==> src/rtl/lkv_pkg.sv <==
// ----------------------------------------------------------------------------
// lkv_pkg: shared types and constants for the lru key/value cache
// item and result beat layouts, operation codes and register widths
// ----------------------------------------------------------------------------
package lkv_pkg;

  localparam int DATA_W = 32;
  localparam int CAP_W  = 5;

  localparam logic [CAP_W-1:0] CAP_RESET = 5'd16;

  localparam logic MODE_GET = 1'b0;
  localparam logic MODE_PUT = 1'b1;

  typedef struct packed {
    logic                     mode;
    logic signed [DATA_W-1:0] key;
    logic signed [DATA_W-1:0] value;
  } item_t;

  typedef struct packed {
    logic                     hit;
    logic signed [DATA_W-1:0] read_value;
  } result_t;

endpackage

==> src/rtl/lkv_match.sv <==
// ----------------------------------------------------------------------------
// lkv_match: parallel key compare
// compares the lookup key against every valid entry at once
// ----------------------------------------------------------------------------
module lkv_match #(
  parameter int ENTRIES = 16
) (
  input  logic [lkv_pkg::DATA_W-1:0] key,
  input  logic [lkv_pkg::DATA_W-1:0] key_store [ENTRIES],
  input  logic [ENTRIES-1:0]         entry_valid,
  output logic [ENTRIES-1:0]         match
);
  import lkv_pkg::*;

  always_comb begin
    for (int i = 0; i < ENTRIES; i++) begin
      match[i] = entry_valid[i] && (key_store[i] == key);
    end
  end

endmodule

==> src/rtl/lkv_store.sv <==
// ----------------------------------------------------------------------------
// lkv_store: entry array with lru ranks
// holds keys, values, valid marks, ranks and occupancy, and applies one
// get or put per exec cycle
// ----------------------------------------------------------------------------
module lkv_store #(
  parameter int ENTRIES = 16
) (
  input  logic                      clk,
  input  logic                      rst,
  input  logic                      exec,
  input  lkv_pkg::item_t            item,
  input  logic [lkv_pkg::CAP_W-1:0] capacity,
  output lkv_pkg::result_t          result
);
  import lkv_pkg::*;

  localparam int RANK_W = (ENTRIES > 1) ? $clog2(ENTRIES) : 1;
  localparam int OCC_W  = $clog2(ENTRIES + 1);
  localparam int CMP_W  = (OCC_W > CAP_W) ? OCC_W : CAP_W;

  logic [DATA_W-1:0] key_store   [ENTRIES];
  logic [DATA_W-1:0] value_store [ENTRIES];
  logic [RANK_W-1:0] rank        [ENTRIES];
  logic [ENTRIES-1:0] entry_valid;
  logic [OCC_W-1:0]   occupancy;

  logic [ENTRIES-1:0] match;
  logic [ENTRIES-1:0] victim;
  logic [ENTRIES-1:0] valid_kept;
  logic [ENTRIES-1:0] free_slot;
  logic [ENTRIES-1:0] insert_sel;
  logic [RANK_W-1:0]  hit_rank;
  logic [RANK_W-1:0]  oldest_rank;
  logic [DATA_W-1:0]  hit_value;
  logic [CMP_W-1:0]   cap_sat;
  logic               hit;
  logic               is_put;
  logic               do_evict;
  logic               do_insert;

  lkv_match #(.ENTRIES(ENTRIES)) u_match (
    .key         (item.key),
    .key_store   (key_store),
    .entry_valid (entry_valid),
    .match       (match)
  );

  always_comb begin
    hit_rank  = '0;
    hit_value = '0;
    for (int i = 0; i < ENTRIES; i++) begin
      if (match[i]) begin
        hit_rank  = hit_rank | rank[i];
        hit_value = hit_value | value_store[i];
      end
    end
  end

  assign hit     = |match;
  assign is_put  = (item.mode == MODE_PUT);
  assign cap_sat = (CMP_W'(capacity) > CMP_W'(ENTRIES)) ? CMP_W'(ENTRIES) : CMP_W'(capacity);

  // valid ranks are always a permutation of 0..occupancy-1
  assign oldest_rank = RANK_W'(occupancy - 1'b1);
  assign do_evict    = is_put && !hit && (CMP_W'(occupancy) >= cap_sat) && (occupancy != '0);
  assign do_insert   = is_put && !hit && (cap_sat != '0);

  always_comb begin
    for (int i = 0; i < ENTRIES; i++) begin
      victim[i] = entry_valid[i] && (rank[i] == oldest_rank);
    end
  end

  assign valid_kept = entry_valid & ~(do_evict ? victim : '0);
  assign free_slot  = ~valid_kept;
  // lowest free entry
  assign insert_sel = free_slot & (~free_slot + ENTRIES'(1));

  assign result.hit        = hit;
  assign result.read_value = (hit && !is_put) ? hit_value : '0;

  always_ff @(posedge clk) begin
    if (rst) begin
      entry_valid <= '0;
      occupancy   <= '0;
      for (int i = 0; i < ENTRIES; i++) begin
        rank[i] <= '0;
      end
    end else if (exec) begin
      if (hit) begin
        for (int i = 0; i < ENTRIES; i++) begin
          if (match[i]) begin
            rank[i] <= '0;
          end else if (entry_valid[i] && rank[i] < hit_rank) begin
            rank[i] <= rank[i] + 1'b1;
          end
        end
      end else if (is_put) begin
        for (int i = 0; i < ENTRIES; i++) begin
          if (do_insert && insert_sel[i]) begin
            entry_valid[i] <= 1'b1;
            rank[i]        <= '0;
          end else if (!valid_kept[i]) begin
            entry_valid[i] <= 1'b0;
            rank[i]        <= '0;
          end else if (do_insert) begin
            rank[i] <= rank[i] + 1'b1;
          end
        end
        occupancy <= occupancy - OCC_W'(do_evict) + OCC_W'(do_insert);
      end
    end
  end

  always_ff @(posedge clk) begin
    if (exec && is_put) begin
      for (int i = 0; i < ENTRIES; i++) begin
        if (match[i]) begin
          value_store[i] <= item.value;
        end else if (!hit && do_insert && insert_sel[i]) begin
          key_store[i]   <= item.key;
          value_store[i] <= item.value;
        end
      end
    end
  end

  a_occ_bound: assert property (@(posedge clk) disable iff (rst)
    OCC_W'(ENTRIES) >= occupancy)
    else $error("occupancy above entry count");

  a_occ_count: assert property (@(posedge clk) disable iff (rst)
    $countones(entry_valid) == int'(occupancy))
    else $error("occupancy disagrees with valid marks");

  a_unique_key: assert property (@(posedge clk) disable iff (rst)
    $onehot0(match))
    else $error("key present in more than one entry");

  a_insert_fills: assert property (@(posedge clk) disable iff (rst)
    exec && do_insert |=> occupancy != '0)
    else $error("insert left the store empty");

endmodule

==> src/rtl/lru_key_value_cache.sv <==
// ----------------------------------------------------------------------------
// lru_key_value_cache: fully associative key/value cache, lru replacement
// path: the accepted input beat is registered, and once executed its result beat is registered
// throughput: one get or put per cycle while the response channel does not stall, bounded by
//   the combinational compare across all entries plus the rank update of the entry array
// reset: valid marks, ranks and occupancy clear at once, capacity returns to
//   16, key and value storage is left as is
// ----------------------------------------------------------------------------
module lru_key_value_cache #(
  parameter int ENTRIES = 16
) (
  input  logic                             clk,
  input  logic                             rst,
  // configuration write channel, capacity register only
  input  logic                             cfg_valid,
  output logic                             cfg_ready,
  input  logic [lkv_pkg::CAP_W-1:0]        cfg_data,
  // request channel
  input  logic                             in_valid,
  output logic                             in_ready,
  input  logic                             mode,
  input  logic signed [lkv_pkg::DATA_W-1:0] key,
  input  logic signed [lkv_pkg::DATA_W-1:0] value,
  // response channel
  output logic                             out_valid,
  input  logic                             out_ready,
  output logic                             hit,
  output logic signed [lkv_pkg::DATA_W-1:0] read_value
);
  import lkv_pkg::*;

  logic [CAP_W-1:0] capacity;
  item_t            item_q;
  logic             item_valid;
  result_t          result_q;
  result_t          result;
  logic             exec;

  // the request stage runs, if it holds a request, whenever the result register is free or
  // is being drained in the same cycle
  assign exec      = item_valid && (!out_valid || out_ready);
  assign in_ready  = !item_valid || exec;
  assign cfg_ready = 1'b1;

  lkv_store #(.ENTRIES(ENTRIES)) u_store (
    .clk      (clk),
    .rst      (rst),
    .exec     (exec),
    .item     (item_q),
    .capacity (capacity),
    .result   (result)
  );

  // control: beat valids and the capacity register
  always_ff @(posedge clk) begin
    if (rst) begin
      item_valid <= 1'b0;
      out_valid  <= 1'b0;
      capacity   <= CAP_RESET;
    end else begin
      if (in_valid && in_ready) begin
        item_valid <= 1'b1;
      end else if (exec) begin
        item_valid <= 1'b0;
      end
      if (exec) begin
        out_valid <= 1'b1;
      end else if (out_ready) begin
        out_valid <= 1'b0;
      end
      if (cfg_valid && cfg_ready) begin
        capacity <= cfg_data;
      end
    end
  end

  // payload: input beat and result beat, no reset needed
  always_ff @(posedge clk) begin
    if (in_valid && in_ready) begin
      item_q.mode  <= mode;
      item_q.key   <= key;
      item_q.value <= value;
    end
    if (exec) begin
      result_q <= result;
    end
  end

  assign hit        = result_q.hit;
  assign read_value = result_q.read_value;

  a_out_hold: assert property (@(posedge clk) disable iff (rst)
    out_valid && !out_ready |=> out_valid && $stable(result_q))
    else $error("result beat dropped while stalled");

  a_item_hold: assert property (@(posedge clk) disable iff (rst)
    item_valid && !exec |=> item_valid && $stable(item_q))
    else $error("pending request lost before execution");

  a_exec_result: assert property (@(posedge clk) disable iff (rst)
    exec |=> out_valid)
    else $error("executed request produced no result beat");

endmodule

==> config.mk <==
export PLATFORM = sky130hd
export DESIGN_NAME = lru_key_value_cache
export DESIGN_NICKNAME = d
export VERILOG_FILES = /design/src/rtl/lkv_pkg.sv /design/src/rtl/lkv_match.sv /design/src/rtl/lkv_store.sv /design/src/rtl/lru_key_value_cache.sv
export SDC_FILE = /design/constraint.sdc
export NUM_CORES = 2
export LEC_CHECK = 0
export BUFFER_PORTS_ARGS = -buffer_cell sky130_fd_sc_hd__buf_4
export CAP_MARGIN = 20
export CELL_PAD_IN_SITES_DETAIL_PLACEMENT = 0
export CELL_PAD_IN_SITES_GLOBAL_PLACEMENT = 1
export CORE_MARGIN = 2
export CORE_UTILIZATION = 45
export CTS_CLUSTER_DIAMETER = 30
export DETAILED_ROUTE_END_ITERATION = 16
export PLACE_DENSITY_LB_ADDON = 0.1
export SETUP_SLACK_MARGIN = 0.3
export SKIP_CTS_REPAIR_TIMING = 1
export SLEW_MARGIN = 15
export SYNTH_ARGS = -nofsm -noshare
export SYNTH_HDL_FRONTEND = slang
export SYNTH_HIERARCHICAL = 1
export SYNTH_SLANG_ARGS = --single-unit
==> constraint.sdc <==
create_clock -name clk -period 15.01 [get_ports clk]
set_input_delay 2.2515 -clock clk [delete_from_list [all_inputs] [get_ports clk]]
set_output_delay 2.2515 -clock clk [all_outputs]
set_load 0.01 [all_outputs]
==> flow_metrics.py <==
metrics = {
    "placed_design": {
        "placement.io_buffers": 109,
        "dp_slack_ns": 8.21,
        "gp_congestion": 0.867,
        "dp_cells": 4673,
        "hpwl_um": 76600,
    },
    "global_routing": {
        "use_met3_pct": 5.46,
        "overflow": 0,
        "grt_pass1_vias": 30900,
        "grt_max_degree": 43,
        "grt_pass1_wl_um": 212000,
        "met2_usage_pct": 39.0,
        "grt_util_met1_pct": 35.7,
        "grt_use_total_pct": 25.2,
        "antenna_found_initial": 1,
        "top_usage_layer": "met2",
    },
    "sta": {
        "maxSlewHeadroom_pct": 25.9,
        "finalSetupViolCount": 0,
        "worstMarginPinSlew_ns": 1.11,
        "hold_viol_final": 0,
        "timing.final.ws_setup_ns": 8.01,
        "clock_skew_ns": 0.0720,
        "finalCritPeriodShare_pct": 46.6,
        "setup_tns_ns": 0,
        "drv_slew": 0,
        "fmax_mhz": 143,
        "rsz0062_at_grt": "no",
        "min_period_ns": 7.00,
    },
    "drt": {
        "vias": 30100,
        "first_iter_violations": 2937,
        "routed_wirelength_um": 146000,
        "vias_per_cell": 5.83,
        "postRouteAntennaNets": 0,
        "drt_pass1_iterations": 6,
        "wl_per_cell_um": 28.3,
        "drc": 0,
    },
    "synthesis": {
        "synth_edf_count": 1186,
        "synthArstFlopShare_pct": 0,
        "synth_cell_types": 65,
        "syn_nets": 3288,
        "synthesis.area_sq_um": 50700,
        "synth_area_leader_cell": "edfxtp_1",
        "yosys_warnings": 6,
        "synthFlopType": "edfxtp_1",
        "syn_inst": 3133,
        "avgSynthCellArea_sq_um": 16.2,
        "synthTopCellsByArea": "edfxtp_1, xor2_1, ha_1, a221oi_1, a22o_1",
        "synth_top_area_share_pct": 70.3,
        "yosysSeqAreaShare_pct": 71.4,
        "synth-seq-cells": 1214,
    },
    "setup_path": {
        "cp-end-kind": "register",
        "crit_required_ns": 15.43,
        "cp.arrival_ns": 7.41,
        "crit_fanout": 40,
        "timing.rr.start": "item_q[44]$_DFFE_PP_",
        "crit_type": "reg2reg",
        "cp-start-kind": "register",
        "worstSetupStartpoint": "item_q[44]$_DFFE_PP_",
        "r2r_cells": 16,
    },
    "hold_path": {
        "min_from": "item_valid$_SDFFE_PP0P_",
        "worstHoldPathType": "reg2reg",
        "hold_depth": 2,
    },
    "layout": {
        "layout_commonest_cell": "edfxtp_1",
        "multi_input_area_sq_um": 13600,
        "stdcell_count": 5170,
        "fillers": 8866,
        "most-common-layout-cells": "edfxtp_1, xor2_1, clkbuf_16",
        "syn_to_final_growth_pct": 23.5,
        "regArea_sq_um": 36200,
        "layout-drive-gt1-share_pct": 18.9,
        "fin_nets": 3615,
        "finish.utilization_pct": 55.8,
    },
    "floorplanning": {
        "core_area_sq_um": 112000,
        "die_y_um": 340,
        "die_x_um": 340,
        "ios": 111,
        "rows": 123,
        "dieArea_sq_um": 115000,
        "start_util_pct": 45.2,
    },
    "job": {
        "drv_cap": 0,
    },
    "cts": {
        "numCtsBuffers": 282,
        "clk_latency_ns": 0.85,
        "clk_pin_slew_ns": 0.04,
        "cts_tree": "built",
        "clockRootBuffer": "clkbuf_16",
        "cts_max_path_buffers": 4,
        "htreeDepth": 5,
        "cts_sinks": 1214,
    },
    "power": {
        "powerDensity_nw_per_um2": 161,
        "power.leakage_nw": 21.3,
        "irDropWorstVdd_mv": 0.109,
    },
    "status": {
        "status": "complete, no violations",
    },
}
## flip-flops by register name, indices dropped and copies added (netlist names)
| signal | count |
|---|---|
| out_valid | 1 |
| item_valid | 1 |
| u_store/value_store | 512 |
| read_value | 32 |
| capacity | 5 |
| item_q | 65 |
| u_store/occupancy | 5 |
| hit | 1 |
| u_store/key_store | 512 |
| u_store/rank | 64 |
| u_store/entry_valid | 16 |
## per-layer routing
layer	vias up	wire [um]
li1	13000	-
met1	15600	64800
met2	1269	66700
met3	255	10900
met4	0	3600
met5	-	0
## synth_stat cells, types with 28 or more instances
cell type / count
o21a_1: 32
a22o_1: 103
dfxtp_1: 28
xor2_1: 537
o21ai_0: 36
a221oi_1: 107
edfxtp_1: 1186
nor3_1: 38
buf_6: 57
ha_1: 79
and3_1: 38
nand4_1: 38
a31oi_1: 38
nor4_1: 115
xnor2_1: 71
nand2_1: 50
clkbuf_1: 69
a22oi_1: 83
nor2_1: 94
nand3_1: 84
a21oi_1: 71
## metrics by stage
step / hold WS (ns) / cell area, sq um / power (W)
2_1_floorplan: 0.428 / 50700 / 0.00407
3_3_place_gp: 0.453 / 53300 / 0.00419
6_report: 0.473 / 62600 / 0.0101
5_1_grt: 0.496 / 62600 / 0.0104
3_5_place_dp: 0.472 / 53300 / 0.00420
4_1_cts: 0.471 / 62500 / 0.0101
## final timing paths
| check | end | slack (ns) |
|---|---|---|
| setup / recovery | u_store/value_store[0][115]$_DFFE_PP_ | 8.01 |
| hold / removal | out_valid$_SDFFE_PP0P_ | 0.47 |
| setup reg to reg | u_store/value_store[0][115]$_DFFE_PP_ | 8.01 |
| hold reg to reg | out_valid$_SDFFE_PP0P_ | 0.47 |
## layout make-up
type                            instances  area share [%]
Clock buffer                          316            11.6
Clock inverter                        177            3.22
Tap cell                             1500            3.00
Sequential cell                      1214            57.8
Inverter                               24           0.144
Multi-Input combinational cell       1734            21.8
Antenna cell                            1         0.00400
Timing Repair Buffer                  204            2.48
## critical path, stage by stage (launching register included)
cell and delay, ns:
edfxtp_1 0.32, buf_4 0.26, buf_4 0.39, xor2_1 0.21, nor4_1 0.08, nand4_1 0.11
nor3_2 0.05, buf_4 0.32, nor4_1 0.82, and3_1 0.49, o2111a_1 0.29, nand2_1 0.41
inv_1 0.66, a21boi_0 0.37, nor2_4 0.82, a21o_2 0.17, buf_4 0.58
## power breakdown
group / switching (W) / leakage (nW) / internal [W]
sequential: 0.0000510 / 11.0 / 0.00377
combinational: 0.000208 / 5.81 / 0.000110
clock: 0.00183 / 4.45 / 0.00409
total: 0.00209 / 21.3 / 0.00797
## cells by family after synthesis
group                      after synthesis  share of synthesized area [%]
DFF                                   1214                           71.4
and+or+nand+nor                        499                           5.29
adders and majority gates               80                           1.99
buffers and inverters                  185                           2.36
other                                    1                        0.00740
AOI/OAI and AO/OA                      532                           8.00
muxes                                    5                         0.0988
xor gates and xnor gates               617                           10.9
No activity file was read; power rests on OpenSTA's default activity.
